==> src/design/time_bucket_aggregator_core_macros.svh <==
// assertion macros used by the time bucket aggregator back end
`ifndef TIME_BUCKET_AGGREGATOR_CORE_MACROS_SVH
`define TIME_BUCKET_AGGREGATOR_CORE_MACROS_SVH

// same-cycle implication, checked outside reset
`define TBA_ASSERT_NOW(label, ante, cons, msg) \
    label: assert property (@(posedge aclk) disable iff (!aresetn) (ante) |-> (cons)) \
        else $error(msg);

// next-cycle implication, checked outside reset
`define TBA_ASSERT_NEXT(label, ante, cons, msg) \
    label: assert property (@(posedge aclk) disable iff (!aresetn) (ante) |=> (cons)) \
        else $error(msg);

`endif

==> src/design/tba_pkg.sv <==
// shared constants for the time bucket aggregator
package tba_pkg;

    // fixed field widths
    localparam int TIME_W    = 64;
    localparam int RES_W     = 64;
    localparam int BLEN_W    = 32;
    localparam int MODE_W    = 3;
    localparam int CFG_IDX_W = 2;
    localparam int CFG_W     = 64;

    // configuration register indexes
    localparam logic [CFG_IDX_W-1:0] CFG_RANGE_START   = 2'd0;
    localparam logic [CFG_IDX_W-1:0] CFG_RANGE_END     = 2'd1;
    localparam logic [CFG_IDX_W-1:0] CFG_BUCKET_LENGTH = 2'd2;
    localparam logic [CFG_IDX_W-1:0] CFG_REDUCE_MODE   = 2'd3;

    // reduce mode codes
    localparam logic [MODE_W-1:0] MODE_SUM   = 3'd0;
    localparam logic [MODE_W-1:0] MODE_AVG   = 3'd1;
    localparam logic [MODE_W-1:0] MODE_MIN   = 3'd2;
    localparam logic [MODE_W-1:0] MODE_MAX   = 3'd3;
    localparam logic [MODE_W-1:0] MODE_COUNT = 3'd4;

    // reset value of the bucket length register
    localparam logic [BLEN_W-1:0] BLEN_RESET = 32'd60;

    // signed 64-bit saturation bounds
    localparam logic [RES_W-1:0] RES_MAX = {1'b0, {(RES_W-1){1'b1}}};
    localparam logic [RES_W-1:0] RES_MIN = {1'b1, {(RES_W-1){1'b0}}};

endpackage

==> src/design/time_bucket_aggregator_core.sv <==
// Time bucket aggregator top level: one point per cycle at the front end while s_tready is high.
// Path: sum, min, max and count results go from the record queue straight to the output
// register; average results first pass the 64-step restoring divider, one quotient bit a cycle.
// Throughput: 1 point per cycle while the queue has room; a point with two results holds s_tready
// low until the second is queued; an average record is popped only while the divider is idle.
// Reset: aresetn synchronous active low; clears config to defaults, bucket state and queue.
module time_bucket_aggregator_core import tba_pkg::*; #(
    parameter int VALUE_WIDTH = 40,
    parameter int COUNT_WIDTH = 32
) (
    input  logic                             aclk,
    input  logic                             aresetn,
    // configuration write channel
    input  logic                             cfg_valid,
    output logic                             cfg_ready,
    input  logic [CFG_IDX_W-1:0]             cfg_index,
    input  logic [CFG_W-1:0]                 cfg_data,
    // point stream
    input  logic                             s_tvalid,
    output logic                             s_tready,
    // s_tdata: point_time, point_value, zero fill
    input  logic [((TIME_W+VALUE_WIDTH+7)/8)*8-1:0] s_tdata,
    input  logic                             s_tlast,    // end_of_stream
    // result stream
    output logic                             m_tvalid,
    input  logic                             m_tready,
    // m_tdata: bucket_start, bucket_result
    output logic [TIME_W+RES_W-1:0]          m_tdata,
    output logic                             m_tuser,    // bucket_valid
    output logic                             m_tlast     // final_result
);

    localparam int REC_W   = TIME_W + RES_W + COUNT_WIDTH + 3;
    localparam int Q_DEPTH = 4;

    logic [REC_W-1:0]  push_data, pop_data;
    logic              push, pop, q_full, q_empty;
    logic [TIME_W-1:0] res_start;
    logic [RES_W-1:0]  res_value;

    assign cfg_ready = 1'b1;

    // point classification and bucket tracking
    tba_front #(
        .VALUE_WIDTH (VALUE_WIDTH),
        .COUNT_WIDTH (COUNT_WIDTH),
        .REC_W       (REC_W)
    ) u_front (
        .aclk      (aclk),
        .aresetn   (aresetn),
        .cfg_valid (cfg_valid),
        .cfg_index (cfg_index),
        .cfg_data  (cfg_data),
        .pt_valid  (s_tvalid),
        .pt_ready  (s_tready),
        .pt_time   (s_tdata[TIME_W-1:0]),
        .pt_value  (s_tdata[TIME_W+VALUE_WIDTH-1:TIME_W]),
        .pt_last   (s_tlast),
        .rec_push  (push),
        .rec_data  (push_data),
        .q_full    (q_full)
    );

    // close records between front and back
    tba_queue #(
        .WIDTH (REC_W),
        .DEPTH (Q_DEPTH)
    ) u_queue (
        .aclk      (aclk),
        .aresetn   (aresetn),
        .push      (push),
        .push_data (push_data),
        .full      (q_full),
        .pop       (pop),
        .pop_data  (pop_data),
        .empty     (q_empty)
    );

    // result computation and output register
    tba_back #(
        .COUNT_WIDTH (COUNT_WIDTH),
        .REC_W       (REC_W)
    ) u_back (
        .aclk             (aclk),
        .aresetn          (aresetn),
        .q_data           (pop_data),
        .q_empty          (q_empty),
        .q_pop            (pop),
        .out_valid        (m_tvalid),
        .out_ready        (m_tready),
        .out_start        (res_start),
        .out_result       (res_value),
        .out_bucket_valid (m_tuser),
        .out_final        (m_tlast)
    );

    assign m_tdata = {res_value, res_start};

endmodule

==> src/design/tba_front.sv <==
// front end: config registers, bucket tracking and close record generation
module tba_front import tba_pkg::*; #(
    parameter int VALUE_WIDTH = 40,
    parameter int COUNT_WIDTH = 32,
    parameter int REC_W       = 2 * 64 + 32 + 3
) (
    input  logic                   aclk,
    input  logic                   aresetn,
    // configuration writes
    input  logic                   cfg_valid,
    input  logic [CFG_IDX_W-1:0]   cfg_index,
    input  logic [CFG_W-1:0]       cfg_data,
    // point stream
    input  logic                   pt_valid,
    output logic                   pt_ready,
    input  logic [TIME_W-1:0]      pt_time,
    input  logic [VALUE_WIDTH-1:0] pt_value,
    input  logic                   pt_last,
    // record queue write side
    output logic                   rec_push,
    output logic [REC_W-1:0]       rec_data,
    input  logic                   q_full
);

    localparam logic [COUNT_WIDTH-1:0] COUNT_MAX = {COUNT_WIDTH{1'b1}};
    localparam logic [COUNT_WIDTH-1:0] COUNT_ONE = COUNT_WIDTH'(1);

    // configuration registers
    logic [TIME_W-1:0] range_start_reg;
    logic [TIME_W-1:0] range_end_reg;
    logic [BLEN_W-1:0] blen_reg;
    logic [MODE_W-1:0] mode_reg;

    // open bucket state
    logic                   open_reg,  open_next;
    logic [TIME_W-1:0]      start_reg, start_next;
    logic [TIME_W-1:0]      limit_reg, limit_next;
    logic [RES_W-1:0]       sum_reg,   sum_next;
    logic [VALUE_WIDTH-1:0] min_reg,   min_next;
    logic [VALUE_WIDTH-1:0] max_reg,   max_next;
    logic [COUNT_WIDTH-1:0] count_reg, count_next;

    // second record of a transaction waiting for the queue
    logic             pend_valid_reg, pend_valid_next;
    logic [REC_W-1:0] pend_reg,       pend_next;

    // combinational terms
    logic                   acc;
    logic [RES_W-1:0]       v64;
    logic                   join_pt;
    logic                   opens;
    logic [BLEN_W-1:0]      len;
    logic [TIME_W:0]        limit_sum;
    logic [TIME_W-1:0]      new_limit;
    logic [RES_W-1:0]       sum_add;
    logic                   sum_ovf;
    logic [RES_W-1:0]       sat_sum;
    logic [COUNT_WIDTH-1:0] count_inc;
    logic                   mid_open;
    logic [TIME_W-1:0]      mid_start;
    logic [TIME_W-1:0]      mid_limit;
    logic [RES_W-1:0]       mid_sum;
    logic [VALUE_WIDTH-1:0] mid_min;
    logic [VALUE_WIDTH-1:0] mid_max;
    logic [COUNT_WIDTH-1:0] mid_count;
    logic                   mode_ok;
    logic                   a_emit, a_final, b_emit, mk_emit;
    logic [REC_W-1:0]       rec_a, rec_b, rec_mk;
    logic [REC_W-1:0]       rec_first, rec_second;
    logic                   has_first, has_second;

    // packs one close record: {final, valid, avg, count, value, start}
    function automatic logic [REC_W-1:0] make_rec(
        input logic [MODE_W-1:0]      mode,
        input logic [TIME_W-1:0]      st,
        input logic [RES_W-1:0]       sm,
        input logic [VALUE_WIDTH-1:0] mn,
        input logic [VALUE_WIDTH-1:0] mx,
        input logic [COUNT_WIDTH-1:0] cnt,
        input logic                   fin
    );
        logic [RES_W-1:0] val;
        unique case (mode)
            MODE_SUM:   val = sm;
            MODE_AVG:   val = sm;
            MODE_MIN:   val = {{(RES_W-VALUE_WIDTH){mn[VALUE_WIDTH-1]}}, mn};
            MODE_MAX:   val = {{(RES_W-VALUE_WIDTH){mx[VALUE_WIDTH-1]}}, mx};
            MODE_COUNT: val = {{(RES_W-COUNT_WIDTH){1'b0}}, cnt};
            default:    val = '0;
        endcase
        return {fin, 1'b1, (mode == MODE_AVG), cnt, val, st};
    endfunction

    assign acc      = pt_valid && pt_ready;
    assign pt_ready = !pend_valid_reg && !q_full;

    // point classification against the open bucket and the range
    assign v64     = {{(RES_W-VALUE_WIDTH){pt_value[VALUE_WIDTH-1]}}, pt_value};
    assign join_pt = open_reg && (pt_time < limit_reg);
    assign opens   = (pt_time >= range_start_reg) && (pt_time <= range_end_reg);

    // saturating bucket end for a new bucket
    assign len       = (blen_reg == '0) ? BLEN_W'(1) : blen_reg;
    assign limit_sum = {1'b0, pt_time} + {{(TIME_W+1-BLEN_W){1'b0}}, len};
    assign new_limit = limit_sum[TIME_W] ? {TIME_W{1'b1}} : limit_sum[TIME_W-1:0];

    // saturating accumulation
    assign sum_add   = sum_reg + v64;
    assign sum_ovf   = (sum_reg[RES_W-1] == v64[RES_W-1]) &&
                       (sum_add[RES_W-1] != sum_reg[RES_W-1]);
    assign sat_sum   = sum_ovf ? (sum_reg[RES_W-1] ? RES_MIN : RES_MAX) : sum_add;
    assign count_inc = (count_reg == COUNT_MAX) ? count_reg : count_reg + COUNT_ONE;

    // bucket state after this point, before end-of-stream clearing
    always_comb begin
        mid_open  = 1'b0;
        mid_start = start_reg;
        mid_limit = limit_reg;
        mid_sum   = sum_reg;
        mid_min   = min_reg;
        mid_max   = max_reg;
        mid_count = count_reg;
        if (join_pt) begin
            mid_open  = 1'b1;
            mid_sum   = sat_sum;
            mid_min   = ($signed(pt_value) < $signed(min_reg)) ? pt_value : min_reg;
            mid_max   = ($signed(max_reg) < $signed(pt_value)) ? pt_value : max_reg;
            mid_count = count_inc;
        end else if (opens) begin
            mid_open  = 1'b1;
            mid_start = pt_time;
            mid_limit = new_limit;
            mid_sum   = v64;
            mid_min   = pt_value;
            mid_max   = pt_value;
            mid_count = COUNT_ONE;
        end
    end

    // which records this point produces
    assign mode_ok = (mode_reg <= MODE_COUNT);
    assign a_emit  = !join_pt && open_reg && mode_ok;
    assign a_final = pt_last && !opens;
    assign b_emit  = pt_last && mid_open && mode_ok;
    assign mk_emit = pt_last && !b_emit && !(a_emit && a_final);

    assign rec_a  = make_rec(mode_reg, start_reg, sum_reg, min_reg, max_reg,
                             count_reg, a_final);
    assign rec_b  = make_rec(mode_reg, mid_start, mid_sum, mid_min, mid_max,
                             mid_count, 1'b1);
    assign rec_mk = {1'b1, {(REC_W-1){1'b0}}};

    // order records: closed bucket, flushed bucket, end marker
    always_comb begin
        priority if (a_emit) begin
            rec_first = rec_a;
        end else if (b_emit) begin
            rec_first = rec_b;
        end else begin
            rec_first = rec_mk;
        end
    end
    assign has_first  = a_emit || b_emit || mk_emit;
    assign rec_second = b_emit ? rec_b : rec_mk;
    assign has_second = a_emit && (b_emit || mk_emit);

    // queue write: pending record first, else the first record of this transaction
    assign rec_push = pend_valid_reg ? !q_full : (acc && has_first);
    assign rec_data = pend_valid_reg ? pend_reg : rec_first;

    always_comb begin
        pend_valid_next = pend_valid_reg;
        pend_next       = pend_reg;
        if (pend_valid_reg && !q_full) begin
            pend_valid_next = 1'b0;
        end
        if (acc && has_second) begin
            pend_valid_next = 1'b1;
            pend_next       = rec_second;
        end
    end

    // bucket state update
    always_comb begin
        open_next  = open_reg;
        start_next = start_reg;
        limit_next = limit_reg;
        sum_next   = sum_reg;
        min_next   = min_reg;
        max_next   = max_reg;
        count_next = count_reg;
        if (acc) begin
            if (pt_last) begin
                open_next  = 1'b0;
                start_next = '0;
                limit_next = '0;
                sum_next   = '0;
                min_next   = '0;
                max_next   = '0;
                count_next = '0;
            end else begin
                open_next  = mid_open;
                start_next = mid_start;
                limit_next = mid_limit;
                sum_next   = mid_sum;
                min_next   = mid_min;
                max_next   = mid_max;
                count_next = mid_count;
            end
        end
    end

    // configuration registers
    always_ff @(posedge aclk) begin
        if (!aresetn) begin
            range_start_reg <= '0;
            range_end_reg   <= {TIME_W{1'b1}};
            blen_reg        <= BLEN_RESET;
            mode_reg        <= MODE_SUM;
        end else if (cfg_valid) begin
            unique case (cfg_index)
                CFG_RANGE_START:   range_start_reg <= cfg_data[TIME_W-1:0];
                CFG_RANGE_END:     range_end_reg   <= cfg_data[TIME_W-1:0];
                CFG_BUCKET_LENGTH: blen_reg        <= cfg_data[BLEN_W-1:0];
                CFG_REDUCE_MODE:   mode_reg        <= cfg_data[MODE_W-1:0];
                default:           ;
            endcase
        end
    end

    // bucket and pending state
    always_ff @(posedge aclk) begin
        if (!aresetn) begin
            open_reg       <= 1'b0;
            start_reg      <= '0;
            limit_reg      <= '0;
            sum_reg        <= '0;
            min_reg        <= '0;
            max_reg        <= '0;
            count_reg      <= '0;
            pend_valid_reg <= 1'b0;
        end else begin
            open_reg       <= open_next;
            start_reg      <= start_next;
            limit_reg      <= limit_next;
            sum_reg        <= sum_next;
            min_reg        <= min_next;
            max_reg        <= max_next;
            count_reg      <= count_next;
            pend_valid_reg <= pend_valid_next;
        end
    end

    // pending record payload
    always_ff @(posedge aclk) begin
        pend_reg <= pend_next;
    end

endmodule

==> src/design/tba_queue.sv <==
// small record queue between front and back ends
module tba_queue import tba_pkg::*; #(
    parameter int WIDTH = 163,
    parameter int DEPTH = 4
) (
    input  logic             aclk,
    input  logic             aresetn,
    input  logic             push,
    input  logic [WIDTH-1:0] push_data,
    output logic             full,
    input  logic             pop,
    output logic [WIDTH-1:0] pop_data,
    output logic             empty
);

    localparam int PTR_W = (DEPTH > 1) ? $clog2(DEPTH) : 1;
    localparam int CNT_W = $clog2(DEPTH + 1);
    localparam logic [PTR_W-1:0] PTR_LAST = PTR_W'(DEPTH - 1);

    logic [WIDTH-1:0] entry_reg [DEPTH];
    logic [PTR_W-1:0] wr_ptr_reg, wr_ptr_next;
    logic [PTR_W-1:0] rd_ptr_reg, rd_ptr_next;
    logic [CNT_W-1:0] fill_reg,   fill_next;
    logic             do_push, do_pop;

    assign full     = (fill_reg == CNT_W'(DEPTH));
    assign empty    = (fill_reg == '0);
    assign do_push  = push && !full;
    assign do_pop   = pop && !empty;
    assign pop_data = entry_reg[rd_ptr_reg];

    // pointer and fill level update
    always_comb begin
        wr_ptr_next = wr_ptr_reg;
        rd_ptr_next = rd_ptr_reg;
        fill_next   = fill_reg;
        if (do_push) begin
            wr_ptr_next = (wr_ptr_reg == PTR_LAST) ? '0 : wr_ptr_reg + PTR_W'(1);
        end
        if (do_pop) begin
            rd_ptr_next = (rd_ptr_reg == PTR_LAST) ? '0 : rd_ptr_reg + PTR_W'(1);
        end
        unique case ({do_push, do_pop})
            2'b10:   fill_next = fill_reg + CNT_W'(1);
            2'b01:   fill_next = fill_reg - CNT_W'(1);
            default: fill_next = fill_reg;
        endcase
    end

    always_ff @(posedge aclk) begin
        if (!aresetn) begin
            wr_ptr_reg <= '0;
            rd_ptr_reg <= '0;
            fill_reg   <= '0;
        end else begin
            wr_ptr_reg <= wr_ptr_next;
            rd_ptr_reg <= rd_ptr_next;
            fill_reg   <= fill_next;
        end
    end

    // entry storage
    always_ff @(posedge aclk) begin
        if (do_push) begin
            entry_reg[wr_ptr_reg] <= push_data;
        end
    end

endmodule

==> src/design/tba_back.sv <==
// back end: average divider and result output register
`include "time_bucket_aggregator_core_macros.svh"
module tba_back import tba_pkg::*; #(
    parameter int COUNT_WIDTH = 32,
    parameter int REC_W       = 2 * 64 + 32 + 3
) (
    input  logic              aclk,
    input  logic              aresetn,
    // record queue read side
    input  logic [REC_W-1:0]  q_data,
    input  logic              q_empty,
    output logic              q_pop,
    // result stream
    output logic              out_valid,
    input  logic              out_ready,
    output logic [TIME_W-1:0] out_start,
    output logic [RES_W-1:0]  out_result,
    output logic              out_bucket_valid,
    output logic              out_final
);

    localparam int STEP_W = $clog2(RES_W);
    localparam logic [STEP_W-1:0] STEP_FIRST = STEP_W'(RES_W - 1);

    typedef enum logic [2:0] {
        ST_IDLE = 3'b001,
        ST_DIV  = 3'b010,
        ST_DONE = 3'b100
    } back_state_t;

    back_state_t state_reg, state_next;

    // record fields
    logic [TIME_W-1:0]      rec_start;
    logic [RES_W-1:0]       rec_value;
    logic [COUNT_WIDTH-1:0] rec_count;
    logic                   rec_avg;
    logic                   rec_valid;
    logic                   rec_final;

    // divider state
    logic [RES_W-1:0]       quo_reg,   quo_next;
    logic [COUNT_WIDTH-1:0] rem_reg,   rem_next;
    logic [COUNT_WIDTH-1:0] div_reg,   div_next;
    logic [STEP_W-1:0]      step_reg,  step_next;
    logic                   neg_reg,   neg_next;
    logic [TIME_W-1:0]      hstart_reg, hstart_next;
    logic                   hfinal_reg, hfinal_next;

    // output register
    logic              m_valid_reg, m_valid_next;
    logic [TIME_W-1:0] o_start_reg, o_start_next;
    logic [RES_W-1:0]  o_res_reg,   o_res_next;
    logic              o_bval_reg,  o_bval_next;
    logic              o_fin_reg,   o_fin_next;

    logic                 out_free;
    logic                 load_direct;
    logic                 load_div;
    logic [COUNT_WIDTH:0] rem_shift;
    logic [COUNT_WIDTH:0] rem_sub;
    logic                 rem_ge;
    logic [RES_W-1:0]     rec_mag;

    assign {rec_final, rec_valid, rec_avg, rec_count, rec_value, rec_start} = q_data;

    assign out_free    = !m_valid_reg || out_ready;
    assign q_pop       = (state_reg == ST_IDLE) && !q_empty && (rec_avg || out_free);
    assign load_direct = q_pop && !rec_avg;
    assign load_div    = (state_reg == ST_DONE) && out_free;

    // one restoring division step per cycle
    assign rem_shift = {rem_reg, quo_reg[RES_W-1]};
    assign rem_sub   = rem_shift - {1'b0, div_reg};
    assign rem_ge    = (rem_shift >= {1'b0, div_reg});
    assign rec_mag   = rec_value[RES_W-1] ? (~rec_value + RES_W'(1)) : rec_value;

    // divider sequencer
    always_comb begin
        state_next  = state_reg;
        quo_next    = quo_reg;
        rem_next    = rem_reg;
        div_next    = div_reg;
        step_next   = step_reg;
        neg_next    = neg_reg;
        hstart_next = hstart_reg;
        hfinal_next = hfinal_reg;
        unique case (state_reg)
            ST_IDLE: begin
                if (q_pop && rec_avg) begin
                    quo_next    = rec_mag;
                    rem_next    = '0;
                    div_next    = (rec_count == '0) ? COUNT_WIDTH'(1) : rec_count;
                    step_next   = STEP_FIRST;
                    neg_next    = rec_value[RES_W-1];
                    hstart_next = rec_start;
                    hfinal_next = rec_final;
                    state_next  = ST_DIV;
                end
            end
            ST_DIV: begin
                quo_next  = {quo_reg[RES_W-2:0], rem_ge};
                rem_next  = rem_ge ? rem_sub[COUNT_WIDTH-1:0] : rem_shift[COUNT_WIDTH-1:0];
                step_next = step_reg - STEP_W'(1);
                if (step_reg == '0) begin
                    state_next = ST_DONE;
                end
            end
            ST_DONE: begin
                if (out_free) begin
                    state_next = ST_IDLE;
                end
            end
            default: state_next = ST_IDLE;
        endcase
    end

    // output register load and drain
    always_comb begin
        m_valid_next = m_valid_reg;
        o_start_next = o_start_reg;
        o_res_next   = o_res_reg;
        o_bval_next  = o_bval_reg;
        o_fin_next   = o_fin_reg;
        if (m_valid_reg && out_ready) begin
            m_valid_next = 1'b0;
        end
        if (load_direct) begin
            m_valid_next = 1'b1;
            o_start_next = rec_start;
            o_res_next   = rec_value;
            o_bval_next  = rec_valid;
            o_fin_next   = rec_final;
        end else if (load_div) begin
            m_valid_next = 1'b1;
            o_start_next = hstart_reg;
            o_res_next   = neg_reg ? (~quo_reg + RES_W'(1)) : quo_reg;
            o_bval_next  = 1'b1;
            o_fin_next   = hfinal_reg;
        end
    end

    always_ff @(posedge aclk) begin
        if (!aresetn) begin
            state_reg   <= ST_IDLE;
            m_valid_reg <= 1'b0;
        end else begin
            state_reg   <= state_next;
            m_valid_reg <= m_valid_next;
        end
    end

    // payload registers
    always_ff @(posedge aclk) begin
        quo_reg     <= quo_next;
        rem_reg     <= rem_next;
        div_reg     <= div_next;
        step_reg    <= step_next;
        neg_reg     <= neg_next;
        hstart_reg  <= hstart_next;
        hfinal_reg  <= hfinal_next;
        o_start_reg <= o_start_next;
        o_res_reg   <= o_res_next;
        o_bval_reg  <= o_bval_next;
        o_fin_reg   <= o_fin_next;
    end

    assign out_valid        = m_valid_reg;
    assign out_start        = o_start_reg;
    assign out_result       = o_res_reg;
    assign out_bucket_valid = o_bval_reg;
    assign out_final        = o_fin_reg;

    // checks on the divider and output register
    `TBA_ASSERT_NOW(a_div_nonzero, state_reg == ST_DIV, div_reg != '0, "divide by zero in divider")
    `TBA_ASSERT_NEXT(a_div_ends, (state_reg == ST_DIV) && (step_reg == '0), state_reg == ST_DONE, "divider did not finish after last step")
    `TBA_ASSERT_NOW(a_no_overwrite, load_direct || load_div, !m_valid_reg || out_ready, "result register overwritten before transaction")
    `TBA_ASSERT_NOW(a_pop_idle, q_pop, state_reg == ST_IDLE, "record popped while divider busy")

endmodule

==> config.mk <==
export PLATFORM = sky130hd
export DESIGN_NAME = time_bucket_aggregator_core
export DESIGN_NICKNAME = d
export VERILOG_FILES = /design/src/design/tba_pkg.sv /design/src/design/time_bucket_aggregator_core.sv /design/src/design/tba_front.sv /design/src/design/tba_queue.sv /design/src/design/tba_back.sv
export VERILOG_INCLUDE_DIRS = /design/src /design/src/design
export SDC_FILE = /design/constraint.sdc
export NUM_CORES = 2
export LEC_CHECK = 0
export BUFFER_PORTS_ARGS = -buffer_cell sky130_fd_sc_hd__buf_2
export CAP_MARGIN = 5
export CORE_UTILIZATION = 40
export CTS_CLUSTER_DIAMETER = 50
export DETAILED_ROUTE_END_ITERATION = 10
export PLACE_DENSITY = 0.66
export SETUP_SLACK_MARGIN = 0.3
export SLEW_MARGIN = 20
export SYNTH_ARGS = -nofsm -noshare
export SYNTH_HDL_FRONTEND = slang
export SYNTH_SLANG_ARGS = --single-unit
==> constraint.sdc <==
create_clock -name aclk -period 21.2 [get_ports aclk]
set_input_delay 1.06 -clock aclk [delete_from_list [all_inputs] [get_ports aclk]]
set_output_delay 1.06 -clock aclk [all_outputs]
set_load 0.01 [all_outputs]
==> metrics.yaml <==
cp-start-kind: "register"
grt_overflow: 0
die_h_um: 463
power.density_nw_per_um2: 112
ys_ff_latch: 1626
r2r_start: "u_front.sum_reg[5]$_SDFFE_PN0P_"
postSynthCellCount: 8294
h-tree-depth: 4
post-synth-top-area-cell: "edfxtp_1"
synth_edf_count: 1144
yosys.cell_count.top_type: "nand2_1"
grt_max_degree: 185
die_w_um: 463
synth_cell_type_count: 108
die_area_sq_um: 215000
ioPinCount: 309
cts.path.max_buffers: 3
cp_max_fo: 27
synth_area_per_cell_sq_um: 10.3
yosysTopAreaCellShare: 0.404
outcome: "finished, final reports clean"
gp_congestion: 1.01
antenna_found_initial: 29
nNetsFinal: 8990
grt_pass1_wl_mm: 439
async_flop_share: 0
area_delta_synth_final_pct: 13.2
finalMaxSlewViolations: 0
tns_ns: 0
final_hold_viol_count: 0
track_usage: 0.273
drc_errors: 0
yosysSeqAreaShare: 0.517
drt_iter0_drc: 7773
yosys-top-cells-area: "edfxtp_1 (40%), dfxtp_1 (11%), ha_1 (6.0%)"
synth_commonest_cells: "nand2_1 (1239), edfxtp_1 (1144), a21oi_1 (715)"
r2r_cells: 22
critPathArrivalTime_ns: 8.43
r2r_slack_ns: 13.20
grt_pass1_vias: 65600
dp_hpwl_mm: 210
ys_warn_count: 0
maxSlewHeadroom: 0.166
postCtsSetupBuffers: 0
r2r-end: "u_queue.entry_reg[0][79]$_DFFE_PP_"
holdPathStages: 3
vias: 68200
finalCritPeriodShare: 0.378
hold_start: "cfg_data[34]"
routed_wl_mm: 303
crit_type: "register to register"
holdPathEnd: "u_front.range_end_reg[34]$_SDFFE_PN1P_"
cts_hold_buf: 0
fin_skew_ns: 0.112
cts_made_buffers: 198
yosys_most_used_dff: "edfxtp_1"
worst_pin_slew_ns: 1.24
coreArea_sq_um: 211000
finalSetupViolations: 0
drtPass1Iterations: 8
peakVddDrop_mv: 0.0942
largest_register_ffs: 652
critPathCaptureType: "register"
cts_sinks: 1626
io_buffers: 307
wl_per_cell_um: 26.6
start_util: 0.404
drive_gt1_frac: 0.123
cts_tree: "built"
rsz0062_at_grt: "no"
path_clk_slew_ns: 0.06
fin_hold_ws_ns: 0.410
synth.net_count: 8882
ctsResizeCount: 0
worst_skew_pair.late_latency_ns: 0.92
period_needed_ns: 8.00
viasPerCell: 5.98
root_buffer: "clkbuf_16"
hp-class: "input pin to register"
ant_nets: 0
p_leak_nw: 35.1
row_count: 168
cp.required_ns: 21.63
max_clock_freq_mhz: 125
synth_area_sq_um: 85100
maxCapViolations: 0
placed cells by master, fill, tap and decap left out, types with 117 or more instances in the layout:
cell type	count
a21oi_1	713
a22oi_1	214
buf_2	306
buf_4	119
clkbuf_16	199
dfxtp_1	477
edfxtp_1	1144
ha_1	407
inv_1	387
mux2i_1	155
mux4_2	156
nand2_1	1236
nand3_1	130
nor2_1	626
nor3_1	119
o211ai_1	117
o21ai_0	553
xnor2_1	130
xor2_1	137
area by class of cell:
class	count	area, sq um
multi-input combinational	5752	37800
clock inverter	146	1670
tap	2805	3510
inverter	390	1470
timing repair buffer	434	2640
clock buffer	229	5180
antenna	18	45.0
fill	19600	114000
sequential	1626	44000
cells by family (layout without fill, tap and decap cells):
kind of cell	count (synthesis)	in the layout	share of synthesized area
compound gates	2194	2194	0.159
xor+xnor	268	268	0.0276
fa+ha+maj	412	412	0.0610
buf+inv	916	1199	0.0418
flops	1626	1626	0.517
mux	323	323	0.0621
other cells	1	19	0.0000441
simple gates	2554	2554	0.132
power breakdown:
part | internal [mW] | switching (mW)
clock network | 1.97 | 1.50
registers | 4.01 | 0.252
logic | 1.04 | 2.00
total | 7.02 | 3.75
per-layer routing:
metal,routed length (um),global-route usage
met2,139000,0.437
met3,26600,0.0554
met5,41,0
met4,18100,0.151
met1,119000,0.346
worst max-delay path, stage by stage (launching register included):
cell,delay (ns)
dfxtp_1,0.48
ha_1,0.32
o21a_1,0.25
a2bb2oi_1,0.22
o21ai_0,0.20
o21ai_0,0.50
a211oi_1,0.28
buf_4,0.24
o41ai_2,0.63
a211oi_1,0.22
o21ai_1,0.24
a21o_1,0.18
a21oi_1,0.08
o21ai_0,0.27
fa_1,0.54
or3_1,0.75
nand3_1,0.24
buf_4,0.48
a21oi_1,0.12
a22oi_1,0.18
nand2_1,0.07
a2111oi_0,0.57
o211ai_1,0.49
worst max-delay path by stage:
| stage | start | to | slack [ns] | depth (start not counted) |
|---|---|---|---|---|
| after detailed placement | s_tdata[70] | u_queue.entry_reg[2][81]$_DFFE_PP_ | 12.79 | 23 |
| after floorplan | s_tdata[7] | u_front.pend_reg[0]$_DFFE_PP_ | 5.89 | 14 |
| final | u_front.sum_reg[5]$_SDFFE_PN0P_ | u_queue.entry_reg[0][79]$_DFFE_PP_ | 13.20 | 22 |
| after global routing | u_front.sum_reg[13]$_SDFFE_PN0P_ | u_queue.entry_reg[0][79]$_DFFE_PP_ | 13.14 | 22 |
| after global placement | s_tdata[70] | u_queue.entry_reg[0][81]$_DFFE_PP_ | 12.87 | 23 |
| after CTS | u_front.sum_reg[5]$_SDFFE_PN0P_ | u_queue.entry_reg[1][81]$_DFFE_PP_ | 13.55 | 22 |
stage by stage:
stage | total power, mW | area [sq um] | worst slack (ns) | cells | utilization
2_1_floorplan | 6.26 | 85100 | 5.89 | 8294 | -
3_3_place_gp | 7.29 | 89300 | 12.87 | 11000 | 0.424
3_5_place_dp | 7.35 | 89400 | 12.79 | 11000 | 0.424
4_1_cts | 10.8 | 96200 | 13.55 | 11400 | 0.457
5_1_grt | 11.2 | 96400 | 13.14 | 11400 | 0.457
6_report | 10.8 | 96400 | 13.20 | 11400 | 0.458
Note: power is estimated with default switching activity, not from simulation.
